[src/hdl/gbe_pkg.sv]
package gbe_pkg;

    localparam int CAPACITY = 1024;
    localparam int PTR_W = $clog2(CAPACITY + 1);
    localparam int ADDR_W = $clog2(CAPACITY);
    localparam int MODE_W = 3;
    localparam int CHAR_W = 8;
    localparam int POS_W = 10;
    localparam int STATUS_W = 2;
    localparam int LEN_W = 11;

    typedef enum logic [MODE_W-1:0] {
        OP_INSERT    = 3'd0,
        OP_LEFT      = 3'd1,
        OP_RIGHT     = 3'd2,
        OP_BACKSPACE = 3'd3,
        OP_DELETE    = 3'd4,
        OP_READ      = 3'd5
    } op_t;

    typedef enum logic [STATUS_W-1:0] {
        ST_DONE  = 2'd0,
        ST_BOUND = 2'd1,
        ST_FULL  = 2'd2,
        ST_RANGE = 2'd3
    } status_t;

    typedef enum logic [1:0] {
        S_IDLE,
        S_EXEC,
        S_FIN
    } state_t;

    typedef struct packed {
        logic load;
        logic exec;
        logic fin;
        logic finish;
    } cmd_t;

    typedef struct packed {
        logic mem_op;
    } dp_status_t;

endpackage

[src/hdl/gbe_ctrl.sv]
module gbe_ctrl (
    input  logic                clk,
    input  logic                rst_n,
    input  logic                start,
    output logic                busy,
    input  gbe_pkg::dp_status_t sts,
    output gbe_pkg::cmd_t       cmd
);

    gbe_pkg::state_t state_reg;
    gbe_pkg::state_t state_next;

    always_ff @(posedge clk or negedge rst_n)
    begin
        if (!rst_n)
        begin
            state_reg <= gbe_pkg::S_IDLE;
        end
        else
        begin
            state_reg <= state_next;
        end
    end

    always_comb
    begin
        state_next = state_reg;
        cmd = '0;
        busy = 1'b1;
        case (state_reg)
            gbe_pkg::S_IDLE:
            begin
                busy = 1'b0;
                if (start)
                begin
                    cmd.load = 1'b1;
                    state_next = gbe_pkg::S_EXEC;
                end
            end
            gbe_pkg::S_EXEC:
            begin
                cmd.exec = 1'b1;
                if (sts.mem_op)
                begin
                    state_next = gbe_pkg::S_FIN;
                end
                else
                begin
                    cmd.finish = 1'b1;
                    state_next = gbe_pkg::S_IDLE;
                end
            end
            gbe_pkg::S_FIN:
            begin
                cmd.fin = 1'b1;
                cmd.finish = 1'b1;
                state_next = gbe_pkg::S_IDLE;
            end
            default:
            begin
                state_next = gbe_pkg::S_IDLE;
            end
        endcase
    end

endmodule

[config.mk]
export PLATFORM = sky130hd
export DESIGN_NAME = gbe_ctrl
export DESIGN_NICKNAME = d
export VERILOG_FILES = /design/src/hdl/gbe_pkg.sv /design/src/hdl/gbe_ctrl.sv
export SDC_FILE = /design/constraint.sdc
export NUM_CORES = 1
export LEC_CHECK = 0
export ABC_AREA = 1
export BUFFER_PORTS_ARGS = -buffer_cell sky130_fd_sc_hd__buf_2
export CAP_MARGIN = 5
export CORE_AREA = 2 2 39 41
export CTS_BUF_LIST = sky130_fd_sc_hd__clkbuf_2 sky130_fd_sc_hd__clkbuf_4 sky130_fd_sc_hd__clkbuf_8
export DETAILED_ROUTE_END_ITERATION = 7
export DIE_AREA = 0 0 41 43
export SLEW_MARGIN = 20
export SYNTH_ARGS = -nofsm -noshare
export SYNTH_HDL_FRONTEND = slang
export SYNTH_SLANG_ARGS = --single-unit
[constraint.sdc]
create_clock -name clk -period 1.2 [get_ports clk]
set_input_delay 0.18 -clock clk [delete_from_list [all_inputs] [get_ports clk]]
set_output_delay 0.18 -clock clk [all_outputs]
set_load 0.01 [all_outputs]
==> impl_results.md, run 1 <==
- Sequential Power Share: between 10% and 20%
- Clk_lat worst skew: ~220 ps
- Setup Viol. Count Final: 4
- Die height: approximately 43 um
- Synthesized net count: 37
- WL per Instance: between 7 and 8 um
- Syn Area/Cell: ~7 um^2
- Violated checks: negative setup slack
- Sink Count: 2
- Diodes inserted: 0
- Number of distinct library cells after synthesis: 7
- PwrDens: 2630 nW/um^2
- Commonest register cell after synthesis: dfrtp_1
- Register bit total from synthesis: 2
- Worst setup path endpoint: cmd[0]
- R2R Path Start: state_reg[0]$_DFFE_PN0P_
- Clock transition at the registers of the reported paths: around 30 ps
- Nets@finish: between 50 and 60
- Number of max-cap violations: 0
- WL final: a little under 500 um
- Clk buf depth: 2
- Num rows: 14
- Slew HR: 91.8%
- Ys async rst share: 100%
- Sequential area share after synthesis: 25.6%
- Routability cong.: roughly 0.66
- Total global-route track usage: 6.92%
- Min Tclk post-route: roughly 1400 ps
- Reg2reg end: state_reg[0]$_DFFE_PN0P_
- Full die area: around 1800 um^2
- # H-tree levels: 1
- Initial drt markers: 2
- Post-route DRC violation count: 0
- Int Pwr: 0.649 mW
- Initial antenna violation count: 0
- Cell Area, Synth: 195 um^2
- Skew final: ~0.14 ps
- Starting density of the core: 14.1%
- Layout cell share with drive strength beyond 1: ~62%
- CTS Root Cell: clkbuf_4
- WS Path Type: flop to output pin
- Startpoint types: flop
- Largest net degree at the start of global routing: 5
- CP startpoint: state_reg[0]$_DFFE_PN0P_
- R2R setup slack: 80 ps
- CTS tree: built
- Placed Instances: 54
- CP Capture Type: output pin
- Synthesis-to-finish area growth: 111%
- GR Overflow Total: 0
- Hold path startpoint: start
- Initial DRT Pass Iterations: 4
- DRT antenna net count: 0
- Yosys top cell area share: around a third
- CP max FO: 3
- Max Clk Rate: about 0.73 GHz
- Clock Power Share: 13.5%
- Number of I/O port buffers: 8
- LEAKAGE: around 0.22 nW
- Synth warnings: 0
- Syn Inst Count: 28
- Worst EP arrival: between 1000 and 1500 ps
- RSZ-0062 raised after global routing: yes
- Die X: around 40 um
- Tcrit/Tclk final: 114%
- Vias per Instance: a little under 4
- Commonest cells in the netlist: 10 x nand2_1, 8 x inv_1, 5 x ha_1, 2 x dfrtp_1
- Peak supply drop: 0.443 mV
- WP data required: approximately 1000 ps
- Sw Pwr: approximately 0.43 mW
- Smallest setup slack after layout: -171 ps
- Status: finished with violations
- Core Area: around 1400 um^2
- Final core occ: between 20 and 30%
- Reg2Reg Depth: 6
- Top-count cell post-synth: nand2_1
- Max-slew violations: 0
- Overall Power: 1.08 mW
- First-pass GRT wire length: approximately 760 um
- Max reg flops: 2
- Top cells by area, synth: ha_1 32%, dfrtp_1 26%, nand2_1 19%
- Synth area leader: ha_1
- Worst hold path class: primary input to flop
- Vias: ~240
- Fill cells: about 150
- Final Hold Fails: 0
- Switching Fraction: between 40 and 50%
- Worst-margin pin slew: roughly 120 ps
- Vias in the first global route: between 200 and 250
- Non-Filler Instances: between 60 and 70
- I/O pin cnt: 9
- Num CTS Buffers: 3
- DP Wirelength: just over 300 um
- Post-synth EDFFs: 0
- Comb pwr share: 74.7%
power groups by stage:
| stage | sequential [mW] | combinational [mW] | clock [mW] |
|---|---|---|---|
| after floorplan | 0.125 | 0.275 | 0 |
| after global placement | 0.118 | 0.445 | 0 |
| after CTS | 0.129 | 0.744 | 0.157 |
| after global routing | 0.132 | 0.914 | 0.164 |
| final | 0.128 | 0.809 | 0.146 |
| after detailed placement | 0.121 | 0.450 | 0 |
layer usage:
| metal | up-vias | GRT usage (%) | routed length, um |
|---|---|---|---|
| li1 | 119 | - | - |
| met1 | 112 | 4.49 | 153 |
| met2 | 11 | 11.6 | 298 |
| met3 | 0 | 3.14 | 42 |
| met4 | 0 | 8.00 | 0 |
| met5 | - | 0 | 0 |
cell families after synthesis:
group / Yosys count / share of synthesized area [%]
AO/OA/AOI/OAI: 1 / 2.56
AND/OR/NAND/NOR: 11 / 22.4
flip-flops: 2 / 25.6
adder cells (fa/ha/maj): 5 / 32.1
buffers and inverters: 9 / 17.3
through the flow:
stage / hold slack [ps] / TNS (ps) / worst slack (ps) / instance area [um^2]
3_5_place_dp: -32.5 / 0 / 35.4 / 270
4_1_cts: 238 / -332 / -174 / 392
5_1_grt: 283 / -520 / -239 / 412
2_1_floorplan: -116 / 0 / 46.5 / 195
3_3_place_gp: -33.5 / 0 / 60.8 / 270
6_report: 266 / -291 / -171 / 412
worst min-delay path by stage:
stage                               endpoint  depth (start not counted)  slack, ps
finish              state_reg[0]$_DFFE_PN0P_                          4        270
global route        state_reg[0]$_DFFE_PN0P_                          4        280
CTS                 state_reg[1]$_DFFE_PN0P_                          4        240
detailed placement  state_reg[1]$_DFFE_PN0P_                          1        -30
global placement    state_reg[1]$_DFFE_PN0P_                          1        -30
floorplan           state_reg[0]$_DFFE_PN0P_                          0       -120
worst max-delay path, stage by stage, from the launching register on:
cell	delay, ps
dfrtp_1	370
inv_2	90
ha_4	260
inv_2	30
a21oi_2	90
buf_2	130
cell usage in the layout, fill, tap and decap left out:
master and count:
buf_6 4, a21oi_2 1, buf_2 5, inv_1 4
ha_1 2, nand2_2 1, inv_2 5, clkbuf_4 3
buf_4 6, ha_4 3, dfrtp_1 2, dlygate4sd3_1 1
nor2_4 1, nand2_1 9
area by class of cell:
cell class              count  area [um^2]  share of cell area, %
inverters                   9         33.8                   8.21
multi-input cells          17          160                   38.9
well taps                  16         20.0                   4.86
clock buffers               3         22.5                   5.47
repair buffers             16          125                   30.4
flip-flops and latches      2         50.0                   12.2
repair_timing:
item / in CTS / in global routing
pin swaps: 1 / 1
gates resized for setup: 11 / 5
setup endpoints to repair: 5 / 5
buffers inserted: 5 / 0
hold endpoints to repair: 2 / 0
hold buffers: 1 / 0
No activity file was read; power rests on OpenSTA's default activity.
==> inputs of run 2 (changes only) <==
- ABC_AREA: 1 -> default
==> run 2 against run 1 <==
Against the previous run: clock skew is 1.4 ps higher; cell count shrank 16%; critical path depth shrank 1; clock power grew 11%; utilization is 1.4 points lower; global-route usage is 0.32 points higher; via count fell by 22%; routed wire length down 5.7%; the run still ends with negative setup slack left; non-clock buffer count is 1 higher; synthesized area decreased by 3.8%; maximum frequency decreased by 3.2%.
==> impl_results.md, run 2 <==
- Initial DRT Pass Iterations: 1
- Ys async rst share: 100%
- Clk_lat worst skew: around 240 ps
- # H-tree levels: 1
- CTS tree: built
- Fill cells: 155
- Yosys top cell area share: between 30% and 40%
- Tcrit/Tclk final: 118%
- Layout cell share with drive strength beyond 1: approximately 84%
- WL final: roughly 470 um
- Startpoint types: flop
- Syn Area/Cell: roughly 11 um^2
- Worst-margin pin slew: around 100 ps
- First-pass GRT wire length: 669 um
- Leading cell types in the layout, fill and taps excluded: 8 x buf_4, 6 x buf_2, 3 x inv_2, 3 x clkbuf_4
- I/O pin cnt: 9
- Total global-route track usage: 7.24%
- DRT antenna net count: 0
- Peak supply drop: about 0.59 mV
- Min Tclk post-route: 1420 ps
- DP Area: 278 um^2
- Starting density of the core: between 10% and 20%
- WP data required: a little over 1000 ps
- Num rows: 14
- CP Capture Type: output pin
- Slew HR: approximately 93%
- Vias per Instance: 3.57
- WS Path Type: flop to output pin
- Commonest register cell after synthesis: dfrtp_1
- Full die area: 1760 um^2
- Synth warnings: 0
- Worst EP arrival: about 1200 ps
- DP Wirelength: 284 um
- Initial drt markers: 0
- Clock transition at the registers of the reported paths: roughly 30 ps
- CP max FO: 3
- Top-count cell post-synth: ha_1
- Synth area leader: ha_1
- Setup Viol. Count Final: 6
- GR Overflow Total: 0
- Diodes inserted: 0
- Commonest non-fill, non-tap cell in the layout: buf_4
- Sink Count: 2
- Sequential area share after synthesis: approximately a quarter
- Die height: around 43 um
- WL per Instance: around 9 um
- Status: finished with violations
- Final Hold Fails: 0
- Smallest setup slack after layout: -217 ps
- Synthesis-to-finish area growth: 109%
- Post-route cell area: roughly 390 um^2
- Seq. cell area: ~50 um^2
- PwrDens: 2710 nW/um^2
- Synthesized net count: 26
- Max Clk Rate: about 0.7 GHz
- Commonest cells in the netlist: 5 x ha_1, 3 x inv_1, 2 x dfrtp_1
- Number of max-cap violations: 0
- Clk buf depth: 2
- LEAKAGE: 0.202 nW
- Vias in the first global route: 179
- Max reg flops: 2
- Routability cong.: approximately 0.74
- Num CTS Buffers: 3
- Area occupied by multi-input gates: between 150 and 200 um^2
- Core Area: between 1000 and 1500 um^2
- RSZ-0062 raised after global routing: yes
- Initial antenna violation count: 0
- Die X: roughly 40 um
- Top cells by area, synth: ha_1 33%, dfrtp_1 27%, mux2_4 8.0%
- Post-route DRC violation count: 0
- Overall Power: around 1.1 mW
- Skew final: 1.50 ps
- Vias: between 150 and 200
- Cell Area, Synth: roughly 190 um^2
- Nets@finish: 48
- Max-slew violations: 0
- Syn Inst Count: 17
- Register bit total from synthesis: 2
- Violated checks: negative setup slack
- Number of I/O port buffers: 8
- Post-synth EDFFs: 0
- CTS Root Cell: clkbuf_4
- Number of distinct library cells after synthesis: 10
- Largest net degree at the start of global routing: 4
- Worst hold path class: primary input to flop
-- run 2: changes by cell type after synthesis, sizes merged --
cell    previous run  this run
o21a               0         1
inv                9         3
a21oi              1         0
mux2               0         1
and2               0         1
nand2             10         1
nor2               1         0
nand2b             0         1
mux2i              0         1
nor2b              0         1
-- run 2: stage by stage --
stage | instances | util (%) | setup TNS, ps | hold WS (ps) | setup slack [ps]
3_5_place_dp | 45 | 20.1 | -37.1 | -34.4 | -33.0
6_report | 53 | 28.4 | -598 | 227 | -217
4_1_cts | 51 | 24.1 | -528 | 193 | -221
2_1_floorplan | 17 | - | 0 | -116 | 25.2
3_3_place_gp | 45 | 20.1 | -13.8 | -33.8 | -13.8
5_1_grt | 53 | 28.4 | -902 | 249 | -278
-- run 2: worst paths after layout --
check	end	depth (start not counted)	slack, ps	startpoint
max	cmd[0]	4	-220	state_reg[0]$_DFFE_PN0P_
min	state_reg[1]$_DFFE_PN0P_	3	230	sts
max reg2reg	state_reg[0]$_DFFE_PN0P_	6	-140	state_reg[1]$_DFFE_PN0P_
min reg2reg	state_reg[0]$_DFFE_PN0P_	3	770	state_reg[0]$_DFFE_PN0P_
max in group asynchronous	state_reg[0]$_DFFE_PN0P_	2	830	rst_n
min in group asynchronous	state_reg[1]$_DFFE_PN0P_	2	260	rst_n
-- run 2: cell families after synthesis --
| family | synth area share (%) |
|---|---|
| adders and majority gates | 33.3 |
| and+or+nand+nor | 16.7 |
| buffers and inverters | 6.00 |
| muxes | 13.3 |
| DFF | 26.7 |
| AOI/OAI and AO/OA | 4.00 |
-- run 2: timing repair --
item,CTS,global route
pin swaps,1,3
setup endpoints to repair,5,6
resized for setup,5,10
hold buffers,1,0
buffers inserted,2,2
endpoints found under the hold margin,2,0
-- run 2: final cells by class --
| cell class | count | area share, % |
|---|---|---|
| well taps | 16 | 5.10 |
| inverters | 3 | 2.87 |
| repair buffers | 17 | 31.2 |
| clock buffers | 3 | 5.73 |
| multi-input cells | 12 | 42.0 |
| flip-flops and latches | 2 | 13.1 |
-- run 2: power by group --
part	internal, mW	total [mW]	switching, mW
Clock	0.111	0.162	0.0508
Combinational	0.465	0.759	0.294
Sequential	0.105	0.144	0.0382
Total	0.682	1.06	0.383
-- run 2: critical path: stages, from the launching register on --
cell and delay, ps:
dfrtp_2 430, ha_4 170, nor2b_4 110, o21a_1 170
buf_2 130
-- run 2: metal layers --
metal	global-route usage [%]	wire [um]	vias up
met1	3.87	142	88
met4	12.0	25	0
met5	0	0	-
li1	-	-	93
met2	10.3	271	6
met3	4.71	28	2
==> inputs of run 3 (changes only) <==
==> constraint.sdc (replaced) <==
create_clock -name clk -period 1.2 [get_ports clk]
set_input_delay 0.12 -clock clk [delete_from_list [all_inputs] [get_ports clk]]
set_output_delay 0.12 -clock clk [all_outputs]
set_load 0.01 [all_outputs]
==> run 3 against run 2 <==
Against the previous run: power down 12%; routed wire length down 7.5%; non-clock buffer count shrank 1; the flow still finishes with violations (negative setup slack); cell count is 1.9% lower.
==> impl_results.md, run 3 (same netlist as run 2, synthesis figures left out) <==
- WL per Instance: around 8.3 um
- I/O pin cnt: 9
- Commonest non-fill, non-tap cell in the layout: buf_2
- Final Hold Fails: 0
- WP data required: ~1100 ps
- CTS tree: built
- Nets@finish: between 40 and 50
- Layout cell share with drive strength beyond 1: 75.0%
- Clk_lat worst skew: about 220 ps
- Overall Power: 0.937 mW
- Worst EP arrival: ~1200 ps
- Min Tclk post-route: around 1300 ps
- Slew HR: about 93%
- Status: finished with violations
- CP startpoint: state_reg[0]$_DFFE_PN0P_
- Initial antenna violation count: 0
- DP Wirelength: 294 um
- Largest net degree at the start of global routing: 4
- CP max FO: 3
- GR Overflow Total: 0
- Max reg flops: 2
- # H-tree levels: 1
- Reg2Reg Depth: 5
- Post-route cell area: between 300 and 400 um^2
- Diodes inserted: 0
- Violated checks: negative setup slack
- Sink Count: 2
- Post-route DRC violation count: 0
- Vias per Instance: between 3 and 4
- First-pass GRT wire length: roughly 700 um
- Clk buf depth: 2
- R2R Path Start: state_reg[0]$_DFFE_PN0P_
- Synthesis-to-finish area growth: 95.3%
- PwrDens: 2560 nW/um^2
- Smallest setup slack after layout: -149 ps
- Routability cong.: 0.729
- Vias in the first global route: between 150 and 200
- Worst hold path class: primary input to flop
- Number of I/O port buffers: 8
- RSZ-0062 raised after global routing: yes
- Initial DRT Pass Iterations: 2
- Initial drt markers: 1
- Core Area: ~1400 um^2
- Vias: around 170
- Starting density of the core: 13.6%
- Total global-route track usage: 7.24%
- Clock transition at the registers of the reported paths: 30 ps
- Skew final: roughly 1.9 ps
- Setup Viol. Count Final: 3
- Num rows: 14
- Max-slew violations: 0
- Hold Crit Depth: 3
- Startpoint types: flop
- Die height: 43 um
- Full die area: 1760 um^2
- Number of max-cap violations: 0
- Hold path startpoint: sts
- WS Path Type: flop to output pin
- Num CTS Buffers: 3
- Max Clk Rate: around 0.74 GHz
- LEAKAGE: just under 0.2 nW
- Peak supply drop: 0.540 mV
- WL final: ~430 um
- Final core occ: a little over a quarter
- Die X: approximately 41 um
- CTS Root Cell: clkbuf_4
- CP Capture Type: output pin
- DRT antenna net count: 0
- Tcrit/Tclk final: 112%
- Leading cell types in the layout, fill and taps excluded: 8 x buf_2, 6 x buf_4, 3 x clkbuf_4
- Worst-margin pin slew: just over 100 ps
- DP Area: 278 um^2
-- run 3: changes by cell type in the layout (fill, tap and decap cells not counted) --
| cell | change |
|---|---|
| buf_6 | -1 |
| dfrtp_1 | +1 |
| nor2b_1 | +1 |
| and2_2 | +1 |
| dfrtp_2 | -1 |
| inv_2 | -1 |
| and2_4 | -1 |
| nor2b_4 | -1 |
| buf_4 | -2 |
| buf_2 | +2 |
| inv_1 | +1 |
-- run 3: layer usage --
metal | global-route usage (%) | up-vias | routed length [um]
met4 | 8.00 | 0 | 0
met5 | 0 | - | 0
met2 | 10.9 | 4 | 250
met1 | 4.19 | 80 | 154
li1 | - | 90 | -
met3 | 6.28 | 0 | 27
-- run 3: cell type report --
cell class,instances,area (um^2)
well taps,16,20.0
clock buffers,3,22.5
multi-input cells,12,156
repair buffers,16,106
flip-flops and latches,2,50.0
fillers,151,1020
inverters,3,11.3
-- run 3: final timing paths --
| path | end | slack (ps) |
|---|---|---|
| max | cmd[0] | -150 |
| min in group asynchronous | state_reg[1]$_DFFE_PN0P_ | 220 |
| min | state_reg[1]$_DFFE_PN0P_ | 150 |
| max reg2reg | state_reg[0]$_DFFE_PN0P_ | 0 |
| max in group asynchronous | state_reg[0]$_DFFE_PN0P_ | 890 |
| min reg2reg | state_reg[1]$_DFFE_PN0P_ | 690 |
-- run 3: timing repair --
action / 4_1_cts / 5_1_grt
resized for setup: 8 / 1
hold buffers: 1 / 0
endpoints found under the setup margin: 5 / 5
endpoints found under the hold margin: 2 / 0
setup buffers: 2 / 1
pin swaps: 1 / 0
-- run 3: power breakdown --
group / switching [mW] / total [mW] / internal (mW)
registers: 0.0303 / 0.132 / 0.102
clock network: 0.0379 / 0.148 / 0.110
logic: 0.281 / 0.656 / 0.375
-- run 3: worst max-delay path, cell delays in order, from the launching register on --
cell,delay [ps]
dfrtp_1,380
inv_2,60
buf_6,120
ha_4,150
o21a_1,170
buf_2,130
-- run 3: through the flow --
step	cells	worst slack [ps]	hold WS [ps]	TNS, ps
6_report	52	-149	152	-234
5_1_grt	52	-228	180	-493
4_1_cts	51	-163	152	-308
3_5_place_dp	45	-5.12	-94.3	-5.91
3_3_place_gp	45	3.79	-94.1	0
2_1_floorplan	17	25.2	-176	0
